===== config.mk =====
export PLATFORM = sky130hd
export DESIGN_NAME = dhfs_ctrl
export DESIGN_NICKNAME = d
export VERILOG_FILES = /design/src/dhfs_pkg.sv /design/src/dhfs_ctrl.sv
export SDC_FILE = /design/constraint.sdc
export NUM_CORES = 1
export LEC_CHECK = 0
export BUFFER_PORTS_ARGS = -buffer_cell sky130_fd_sc_hd__buf_2
export CAP_MARGIN = 20
export CORE_MARGIN = 5
export CORE_UTILIZATION = 40
export CTS_CLUSTER_DIAMETER = 40
export CTS_CLUSTER_SIZE = 14
export DETAILED_ROUTE_END_ITERATION = 7
export PLACE_DENSITY_LB_ADDON = 0.3
export REMOVE_ABC_BUFFERS = 1
export SETUP_SLACK_MARGIN = 0.4
export SLEW_MARGIN = 20
export SYNTH_ARGS = -nofsm -noshare
export SYNTH_HDL_FRONTEND = slang
export SYNTH_SLANG_ARGS = --single-unit

===== constraint.sdc =====
create_clock -name clk -period 5.01 [get_ports clk]
set_clock_uncertainty 0.2 [all_clocks]
set_input_delay 0.2505 -clock clk [delete_from_list [all_inputs] [get_ports clk]]
set_output_delay 0.2505 -clock clk [all_outputs]
set_load 0.01 [all_outputs]

===== src/dhfs_pkg.sv =====
// Package for the DCT high-frequency smoothing block: sizes, codes, command
// and status structs, and the DCT basis table.
// No dependencies.
`default_nettype none

package dhfs_pkg;

  localparam int BLOCK_SIDE    = 8;
  localparam int SIDE_W        = $clog2(BLOCK_SIDE);
  localparam int BLOCK_AREA    = BLOCK_SIDE * BLOCK_SIDE;
  localparam int POS_W         = $clog2(BLOCK_AREA);
  localparam int PIX_W         = 8;
  localparam int COS_FRAC_BITS = 14;
  localparam int GUARD_BITS    = 4;
  localparam int COEF_W        = COS_FRAC_BITS + 2;
  localparam int WORK_W        = 24;
  localparam int PROD_W        = WORK_W + COEF_W;
  localparam int ACC_W         = PROD_W + SIDE_W;

  // rounding shifts of the passes (SH_INV serves both inverse passes)
  localparam int SH_ROW = COS_FRAC_BITS + 2 - GUARD_BITS;
  localparam int SH_COL = COS_FRAC_BITS + 2;
  localparam int SH_INV = COS_FRAC_BITS;

  // configuration
  localparam int CFG_W     = 9;
  localparam int CFG_IDX_W = 2;
  localparam logic [CFG_IDX_W-1:0] REG_HF_SCALE = 2'd0;
  localparam logic [CFG_IDX_W-1:0] REG_BLEND    = 2'd1;
  localparam logic [CFG_W-1:0]     CFG_RESET    = 9'd154;

  typedef enum logic [1:0] {
    PASS_ROW,
    PASS_COL,
    PASS_ICOL,
    PASS_IROW
  } pass_t;

  typedef enum logic [2:0] {
    ST_IDLE,
    ST_RUN,
    ST_DRAIN,
    ST_FIN1,
    ST_FIN2
  } state_t;

  typedef struct packed {
    pass_t             pass;
    logic [POS_W-1:0]  pos;
    logic [SIDE_W-1:0] tap;
    logic              issue;
    logic              first;
    logic              fin1;
    logic              fin2;
    logic              in_we;
    logic [POS_W-1:0]  in_addr;
  } dhfs_cmd_t;

  typedef struct packed {
    logic out_free;
  } dhfs_stat_t;

  // cos(m*pi/16), Q30, m = 0..8
  localparam logic [31:0] COS_Q30 [0:8] = '{
    32'd1073741824, 32'd1053110176, 32'd992008094, 32'd892783698, 32'd759250125,
    32'd596538995,  32'd410903207,  32'd209476638, 32'd0
  };

  // cos(j*pi/16) at COS_FRAC_BITS fraction bits
  function automatic logic signed [COEF_W-1:0] cos_q(input logic [4:0] j);
    logic [4:0]               mm;
    logic                     neg;
    logic [31:0]              mag;
    logic signed [COEF_W-1:0] v;
    if (j <= 5'd8) begin
      mm  = j;
      neg = 1'b0;
    end else if (j <= 5'd16) begin
      mm  = 5'd16 - j;
      neg = 1'b1;
    end else if (j <= 5'd24) begin
      mm  = j - 5'd16;
      neg = 1'b1;
    end else begin
      mm  = 5'd0 - j;
      neg = 1'b0;
    end
    mag = (COS_Q30[mm[3:0]] + (32'd1 << (29 - COS_FRAC_BITS))) >> (30 - COS_FRAC_BITS);
    v = signed'(mag[COEF_W-1:0]);
    return neg ? -v : v;
  endfunction

  // basis entry for frequency k at position x
  function automatic logic signed [COEF_W-1:0] basis(input logic [SIDE_W-1:0] k,
                                                     input logic [SIDE_W-1:0] x);
    logic [7:0] p;
    logic [4:0] j;
    p = 8'({x, 1'b1}) * 8'(k);
    j = (k == '0) ? 5'd4 : p[4:0];
    return cos_q(j);
  endfunction

endpackage

`default_nettype wire


===== src/dhfs_ctrl.sv =====
// Sequencer: sample counting, pass/coefficient/tap counters, MAC and
// finish commands. Depends on dhfs_pkg.
`default_nettype none

module dhfs_ctrl (
  input  logic                clk,
  input  logic                rst,
  input  logic                in_valid,
  output logic                in_ready,
  input  dhfs_pkg::dhfs_stat_t stat,
  output dhfs_pkg::dhfs_cmd_t  cmd
);
  import dhfs_pkg::*;

  state_t            state, state_next;
  pass_t             pass, pass_next;
  logic [POS_W-1:0]  pos, pos_next;
  logic [SIDE_W-1:0] tap, tap_next;
  logic [POS_W-1:0]  cnt, cnt_next;

  // state and counters
  always_ff @(posedge clk) begin
    if (rst) begin
      state <= ST_IDLE;
      pass  <= PASS_ROW;
      pos   <= '0;
      tap   <= '0;
      cnt   <= '0;
    end else begin
      state <= state_next;
      pass  <= pass_next;
      pos   <= pos_next;
      tap   <= tap_next;
      cnt   <= cnt_next;
    end
  end

  // next state and commands
  always_comb begin
    state_next  = state;
    pass_next   = pass;
    pos_next    = pos;
    tap_next    = tap;
    cnt_next    = cnt;
    in_ready    = 1'b0;
    cmd         = '0;
    cmd.pass    = pass;
    cmd.pos     = pos;
    cmd.tap     = tap;
    cmd.in_addr = cnt;
    unique case (state)
      ST_IDLE: begin
        in_ready  = 1'b1;
        cmd.in_we = in_valid;
        if (in_valid) begin
          cnt_next = cnt + 1'b1;
          if (cnt == POS_W'(BLOCK_AREA - 1)) begin
            state_next = ST_RUN;
            pass_next  = PASS_ROW;
            pos_next   = '0;
            tap_next   = '0;
          end
        end
      end
      ST_RUN: begin
        cmd.issue = 1'b1;
        cmd.first = (tap == '0);
        tap_next  = tap + 1'b1;
        if (tap == SIDE_W'(BLOCK_SIDE - 1)) begin
          state_next = ST_DRAIN;
        end
      end
      ST_DRAIN: begin
        state_next = ST_FIN1;
      end
      ST_FIN1: begin
        cmd.fin1   = 1'b1;
        state_next = ST_FIN2;
      end
      ST_FIN2: begin
        if (pass != PASS_IROW || stat.out_free) begin
          cmd.fin2 = 1'b1;
          pos_next = pos + 1'b1;
          if (pos == POS_W'(BLOCK_AREA - 1)) begin
            if (pass == PASS_IROW) begin
              state_next = ST_IDLE;
            end else begin
              pass_next  = pass_t'(2'(pass) + 2'd1);
              state_next = ST_RUN;
            end
          end else begin
            state_next = ST_RUN;
          end
        end
      end
      default: begin
        state_next = ST_IDLE;
      end
    endcase
  end

endmodule

`default_nettype wire


# Word level (Yosys, flattened, before mapping)
# Index checks and enable logic that the tools add are counted.
# word_totals
reg_bits,20
inputBits,4
output_inout_bits,23
elab_cells,60
# classes
n_addsub,4
eq_ne,15
mux,26
n_reduce_logical,10
# ops
operator,count
3-bit 2-to-1 mux,7
6-bit 2-to-1 mux,3
3-bit one-hot mux with 5 select lines,1
2-bit inequality test (second input constant),7
6-bit by 1-bit adder with 6-bit output (second input constant),2
6-bit == test (second input constant),2
2-bit 2-to-1 mux,6
6-bit one-hot mux with 2 select lines,1
4-bit AND reduction,2
3-bit by 2-bit == test with 1-bit output (second input constant),2
3-bit == test (second input constant),2
3-bit logical NOT,2
1-bit 2-to-1 mux,6
3-bit one-hot mux with 2 select lines,1
6-bit AND reduction,1
2-bit one-hot mux with 2 select lines,1
2-bit nonzero test,2
3-bit by 1-bit adder with 3-bit output (second input constant),1
3-bit by 1-bit == test with 1-bit output (second input constant),1
3-bit AND reduction,1
2-bit by 1-bit adder with 2-bit output (second input constant),1
2-bit == test (second input constant),1
2-bit AND reduction,1
1-bit logical OR,1

# Logic depth before layout (Yosys ltp)
# Gate-level depths: netlist of run 1.
# logic_depth
depth_word,5
mapped_depth,6
ltp_nobuf,5

# Worst setup path after synthesis of run 1
# No wires, ideal clock.
# synth_path
kind,flip-flop to flip-flop
from,reg cnt[0]
to,reg pos[4]
setup_ns,0.070
arrival_time_ns,1.521
t_required_ns,4.740
setup_slack_ns,3.219
path_stages_with_launch,7
path_buffers,1
period_less_slack_ns,1.791
path_cell_list,dfxtp_1 -> ha_1 -> and4_1 -> a22oi_1 -> clkbuf_1 -> or3_1 -> a21oi_1
# synth_via
elab_chain_len,3
# synth_lines
item,line,rtl
from (decl),dhfs_ctrl.sv:19,"logic [POS_W-1:0] cnt, cnt_next;"
from (signal assigned),dhfs_ctrl.sv:34,cnt <= cnt_next;
6-bit == test,dhfs_ctrl.sv:57,if (cnt == POS_W'(BLOCK_AREA - 1)) begin
2-bit inequality test (no line),n/a,
4-bit AND reduction (no line),n/a,
to (signal assigned),dhfs_ctrl.sv:32,pos <= pos_next;
to (decl),dhfs_ctrl.sv:17,"logic [POS_W-1:0] pos, pos_next;"
# No other way between the ends.
# A chain may end at the register's enable or synchronous reset.

==> flow_summary.json, run 1 <==
{
  "cts.clk_slew.worst_paths_ps": 120,
  "crit_chain": "or3b_2, nor3b_1, buf_2",
  "cts_tree": "done",
  "slowest_stage": "or3b_2",
  "routedWlPerCell_um": 12.70,
  "min_period_ps": 2135,
  "ant_nets": 0,
  "fmax_ghz": 0.4683,
  "endpoint_kind": "output pin",
  "slew_headroom": 0.4457,
  "power_density_nw_per_um2": 220.0,
  "vias": 963,
  "yosys_warnings": 0,
  "cp_max_fo": 9,
  "arrival_ps": 1680,
  "fin_crit_sh": 0.4262,
  "synthesis.area_um2": 1051,
  "synth-seq-cells": 20,
  "critical_path_class": "reg -> out",
  "cpPeakStageDelay_ps": 540,
  "setup_viol": 0,
  "grt_first_pass_wirelength_um": 3843,
  "post_cts_resized": 0,
  "synthCells": 121,
  "io_buffers": 26,
  "viasPerCell": 5.472,
  "fillers": 241,
  "drt_iter0_drc": 26,
  "gr-total-overflow": 0,
  "hpwl_um": 1677,
  "routabilityCongestion": 0.8132,
  "cts_buffer_depth": 2,
  "ys_seq_area_frac": 0.3810,
  "die_h_um": 61.26,
  "core_um2": 2500,
  "dp_cells": 172,
  "outcome": "completed",
  "hp-class": "in -> reg",
  "ios": 27,
  "final_max_slew_viol_count": 0,
  "grt_pass1_vias": 908,
  "postCtsSetupRepairBufs": 0,
  "final_nets": 157,
  "hold_violations": 0,
  "clock_latency_ps": 310,
  "clockRootBuffer": "clkbuf_4",
  "tightestPinTransition_ps": 831.5,
  "grt_antenna_before_repair": 0,
  "dr.pass1.iters": 4,
  "ir_worst_vdd_mv": 0.1359,
  "cts.htree.levels": 1,
  "drive_above_1_share": 0.2534,
  "required_ps": 4560,
  "drt-total-wl_um": 2235,
  "hold_buffers": 0,
  "areaGrowthSynthToFinish_pct": 16.43,
  "cts_made_buffers": 3,
  "p_leak_nw": 0.5357,
  "cap_violations": 0,
  "drc": 0,
  "finalSetupTns_ps": 0,
  "final_cells": 176,
  "syn_avg_cell_area_um2": 8.686,
  "synthDistinctLibCells": 38,
  "num_antenna_cells": 0,
  "die_w_um": 61.26,
  "track_usage": 0.1350,
  "row_count": 18,
  "grt_max_degree": 16,
  "rsz0062_at_grt": "no",
  "startpoint_type": "register",
  "clock-sinks": 20,
  "dieArea_um2": 3753,
  "start_util": 0.4204
}
[report_power, final]
group	internal (mW)	switching, mW	total [mW]
clock network	0.0444	0.0494	0.0937
registers	0.161	0.00203	0.163
logic	0.00550	0.00713	0.0126
total	0.211	0.0586	0.269
[worst paths after layout]
path | to | cells after the start | startpoint | slack, ps
setup / recovery | cmd[9] | 3 | state[0] | 2870
hold / removal | cnt[3] | 2 | rst | 90
setup reg to reg | pos[5] | 5 | pass[0] | 2960
hold reg to reg | pos[4] | 2 | pos[4] | 310
[cells in the mapped netlist]
cell type	n	area [um2]
and3b_2	2	20.02
nand2_1	5	18.77
ha_1	6	75.07
xnor2_1	1	8.760
and2b_2	1	8.760
o31a_1	1	8.760
and4_1	1	8.760
nand3_1	4	20.02
nor3b_1	2	15.01
buf_4	1	7.510
buf_2	1	5.000
a21oi_1	11	55.05
or4_1	1	7.510
a22oi_1	1	7.510
nor4b_2	1	15.01
or3_1	5	31.28
inv_1	4	15.01
or3b_4	1	11.26
o21a_1	1	7.510
a211oi_1	1	7.510
nor3_1	2	10.01
o31ai_1	2	15.01
nand2b_1	2	12.51
clkbuf_1	2	7.510
dfxtp_1	20	400.4
or4b_1	1	10.01
nor2b_1	1	6.260
buf_6	1	11.26
nor2_1	14	52.55
and3_1	2	12.51
xor2_1	4	35.03
nand4_1	7	43.79
and2_1	1	6.260
or2_2	1	6.260
mux2i_1	2	20.02
o21ai_0	6	30.03
a41oi_1	1	8.760
or3b_2	1	8.760
[placed cells by master, fill, tap and decap left out, drive strengths merged, types with 4 or more instances in the layout]
master  Yosys  final
a21oi      11     11
buf         3     26
clkbuf      2      4
dfxtp      20     20
ha          6      6
inv         4      4
nand2       5      5
nand3       4      4
nand4       7      7
nor2       14     14
o21ai       6      6
or3         5      5
xor2        4      4
[routing by layer]
| layer | share of wire | vias up | global-route usage |
|---|---|---|---|
| li1 | - | 487 | - |
| met1 | 0.47 | 446 | 0.1741 |
| met2 | 0.46 | 28 | 0.2190 |
| met4 | 0.0045 | 0 | 0.03096 |
| met5 | 0 | - | 0 |
| met3 | 0.064 | 2 | 0.04403 |
[cells by family (layout without fill, tap and decap cells)]
| family | after synthesis | count (layout) | synth area share |
|---|---|---|---|
| AOI/OAI and AO/OA | 24 | 24 | 0.1333 |
| xor gates and xnor gates | 5 | 5 | 0.04166 |
| adders and majority gates | 6 | 6 | 0.07143 |
| buffers and inverters | 9 | 34 | 0.04404 |
| DFF | 20 | 20 | 0.3809 |
| muxes | 2 | 2 | 0.01905 |
| and+or+nand+nor | 55 | 55 | 0.3095 |
[worst max-delay path: cells and delay by family (launching register included)]
family,cells,cell delay [ps]
simple gates,2,740
flops,1,500
buf+inv,1,150
[layout make-up]
class                      instances  area (um2)  area share
clock buffer                       4       36.28     0.02965
inverter                           4       15.01     0.01227
multi-input combinational         92       604.3      0.4939
sequential                        20       400.4      0.3272
tap                               30       37.54     0.03067
timing repair buffer              26       130.1      0.1063
[per-stage QoR]
stage	setup WS, ps	hold WS, ps	instance area (um2)	power, mW	util
floorplan	3249	119.6	1020	0.1725	-
global placement	3084	281.0	1187	0.1787	0.4750
detailed placement	2963	287.9	1187	0.1793	0.4750
CTS	2847	85.43	1224	0.2733	0.4895
global route	2718	98.26	1224	0.2808	0.4895
finish	2875	87.61	1224	0.2692	0.4895
[registers in the layout, indices dropped and copies added (netlist names)]
signal  count
cnt         6
state       3
pass        2
pos         6
tap         3
Power figures use the tool's default switching activity.
==> inputs of run 2 (changes only) <==
==> constraint.sdc (replaced) <==
create_clock -name clk -period 2.1 [get_ports clk]
set_clock_uncertainty 0.2 [all_clocks]
set_input_delay 0.105 -clock clk [delete_from_list [all_inputs] [get_ports clk]]
set_output_delay 0.105 -clock clk [all_outputs]
set_load 0.01 [all_outputs]
==> flow_summary.json, run 2 (synthesized netlist as in run 1, its figures left out) <==
{
  "core_um2": 2500,
  "power_density_nw_per_um2": 444.3,
  "gr-total-overflow": 0,
  "final_area_um2": 1488,
  "cts_buffer_depth": 2,
  "reg2reg_slack_ps": 430,
  "finalSetupTns_ps": 0,
  "hpwl_um": 1720,
  "endpoint_kind": "output pin",
  "routabilityCongestion": 0.7910,
  "cap_violations": 0,
  "drive_above_1_share": 0.4847,
  "ios": 27,
  "crit_chain": "or3b_4, and2b_2, buf_6",
  "areaGrowthSynthToFinish_pct": 41.55,
  "drt-total-wl_um": 2811,
  "hp-class": "in -> reg",
  "setup_viol": 0,
  "slowest_stage": "or3b_4",
  "arrival_ps": 1440,
  "grt_antenna_before_repair": 0,
  "dr.pass1.iters": 4,
  "clock-sinks": 20,
  "placed_cell_area_um2": 1195,
  "grt_first_pass_wirelength_um": 4409,
  "cts_tree": "done",
  "grt_pass1_vias": 998,
  "dieArea_um2": 3753,
  "drt_iter0_drc": 38,
  "outcome": "completed",
  "io_buffers": 26,
  "grt_max_degree": 16,
  "num_antenna_cells": 0,
  "die_h_um": 61.26,
  "reg2reg_depth": 3,
  "cts.htree.levels": 1,
  "vias": 1055,
  "hold_depth": 5,
  "worstReg2RegEnd": "pass[1]",
  "layout_commonest_cell": "buf_2",
  "final_nets": 174,
  "startpoint_type": "register",
  "fmax_ghz": 0.5731,
  "die_w_um": 61.26,
  "hold_slack_ps": 36.65,
  "ant_nets": 0,
  "p_leak_nw": 0.6345,
  "hold_violations": 0,
  "tightestPinTransition_ps": 333.4,
  "routedWlPerCell_um": 14.56,
  "cp_max_fo": 5,
  "min_period_ps": 1745,
  "required_ps": 1790,
  "startpoint": "state[0]",
  "row_count": 18,
  "viasPerCell": 5.466,
  "mostFrequentLayoutCells": "25 x buf_2, 14 x buf_4, 13 x nor2_1",
  "clockRootBuffer": "clkbuf_4",
  "cts.clk_slew.worst_paths_ps": 120,
  "rsz0062_at_grt": "yes",
  "critical_path_class": "reg -> out",
  "track_usage": 0.1565,
  "clock_latency_ps": 310,
  "hold_end": "state[2]",
  "r2r-start": "state[0]",
  "cpPeakStageDelay_ps": 430,
  "ir_worst_vdd_mv": 0.4437,
  "slew_headroom": 0.7768,
  "top_regs": "cnt x6, pos x6",
  "drc": 0,
  "final_max_slew_viol_count": 0,
  "hp-start": "stat",
  "cts_made_buffers": 3,
  "fin_crit_sh": 0.8309,
  "start_util": 0.4204
}
==> run 2: cell types whose count changed in the layout (fill, tap and decap cells not counted), moves of 5 or more <==
cell     delta
dfxtp_1    -10
dfxtp_4     +5
dfxtp_2     +5
buf_4      +14
==> run 2: what timing repair did <==
| action | CTS | global route |
|---|---|---|
| gates resized for setup | 18 | 25 |
| hold buffers | 1 | 0 |
| gates cloned | 1 | 0 |
| setup endpoints to repair | 16 | 17 |
| hold endpoints to repair | 13 | 0 |
| pin swaps | 6 | 14 |
| buffers inserted | 8 | 6 |
==> run 2: critical path: cells and delay by family, from the launching register on <==
family        cells  cell delay (ps)
buf+inv           1               90
flops             1              380
simple gates      2              660
==> run 2: worst max-delay path by stage <==
stage / endpoint / cells past startpoint
floorplan: pos[2] / 5
global placement: pos[5] / 4
detailed placement: pos[2] / 5
CTS: cmd[9] / 3
global route: cmd[9] / 3
finish: cmd[7] / 3
==> run 2: power breakdown <==
group | switching (mW) | total, mW | internal (mW)
Sequential | 0.00574 | 0.385 | 0.379
Combinational | 0.0215 | 0.0446 | 0.0232
Clock | 0.126 | 0.232 | 0.106
==> run 2: stage by stage <==
| stage | std cells | setup slack (ps) | power (mW) | util |
|---|---|---|---|---|
| after floorplan | 116 | 338.7 | 0.4116 | - |
| after global routing | 193 | 305.6 | 0.6859 | 0.5951 |
| after detailed placement | 173 | 61.61 | 0.4269 | 0.4780 |
| final | 193 | 355.1 | 0.6609 | 0.5951 |
| after global placement | 173 | 180.6 | 0.4262 | 0.4780 |
| after CTS | 187 | 296.3 | 0.6588 | 0.5420 |
==> run 2: layer usage <==
metal  vias up  GRT usage  wire, um
met3         4    0.03983       167
li1        527          -         -
met1       490     0.1906      1268
met2        34     0.2659      1340
met4         0    0.05573        34
met5         -          0         0
==> run 2: final cells by class <==
type | instances | area, um2
Clock buffer | 4 | 36.28
Inverter | 4 | 15.01
Tap cell | 30 | 37.54
Fill cell | 222 | 1012
Multi-Input combinational cell | 93 | 718.2
Sequential cell | 20 | 425.4
Timing Repair Buffer | 42 | 255.2
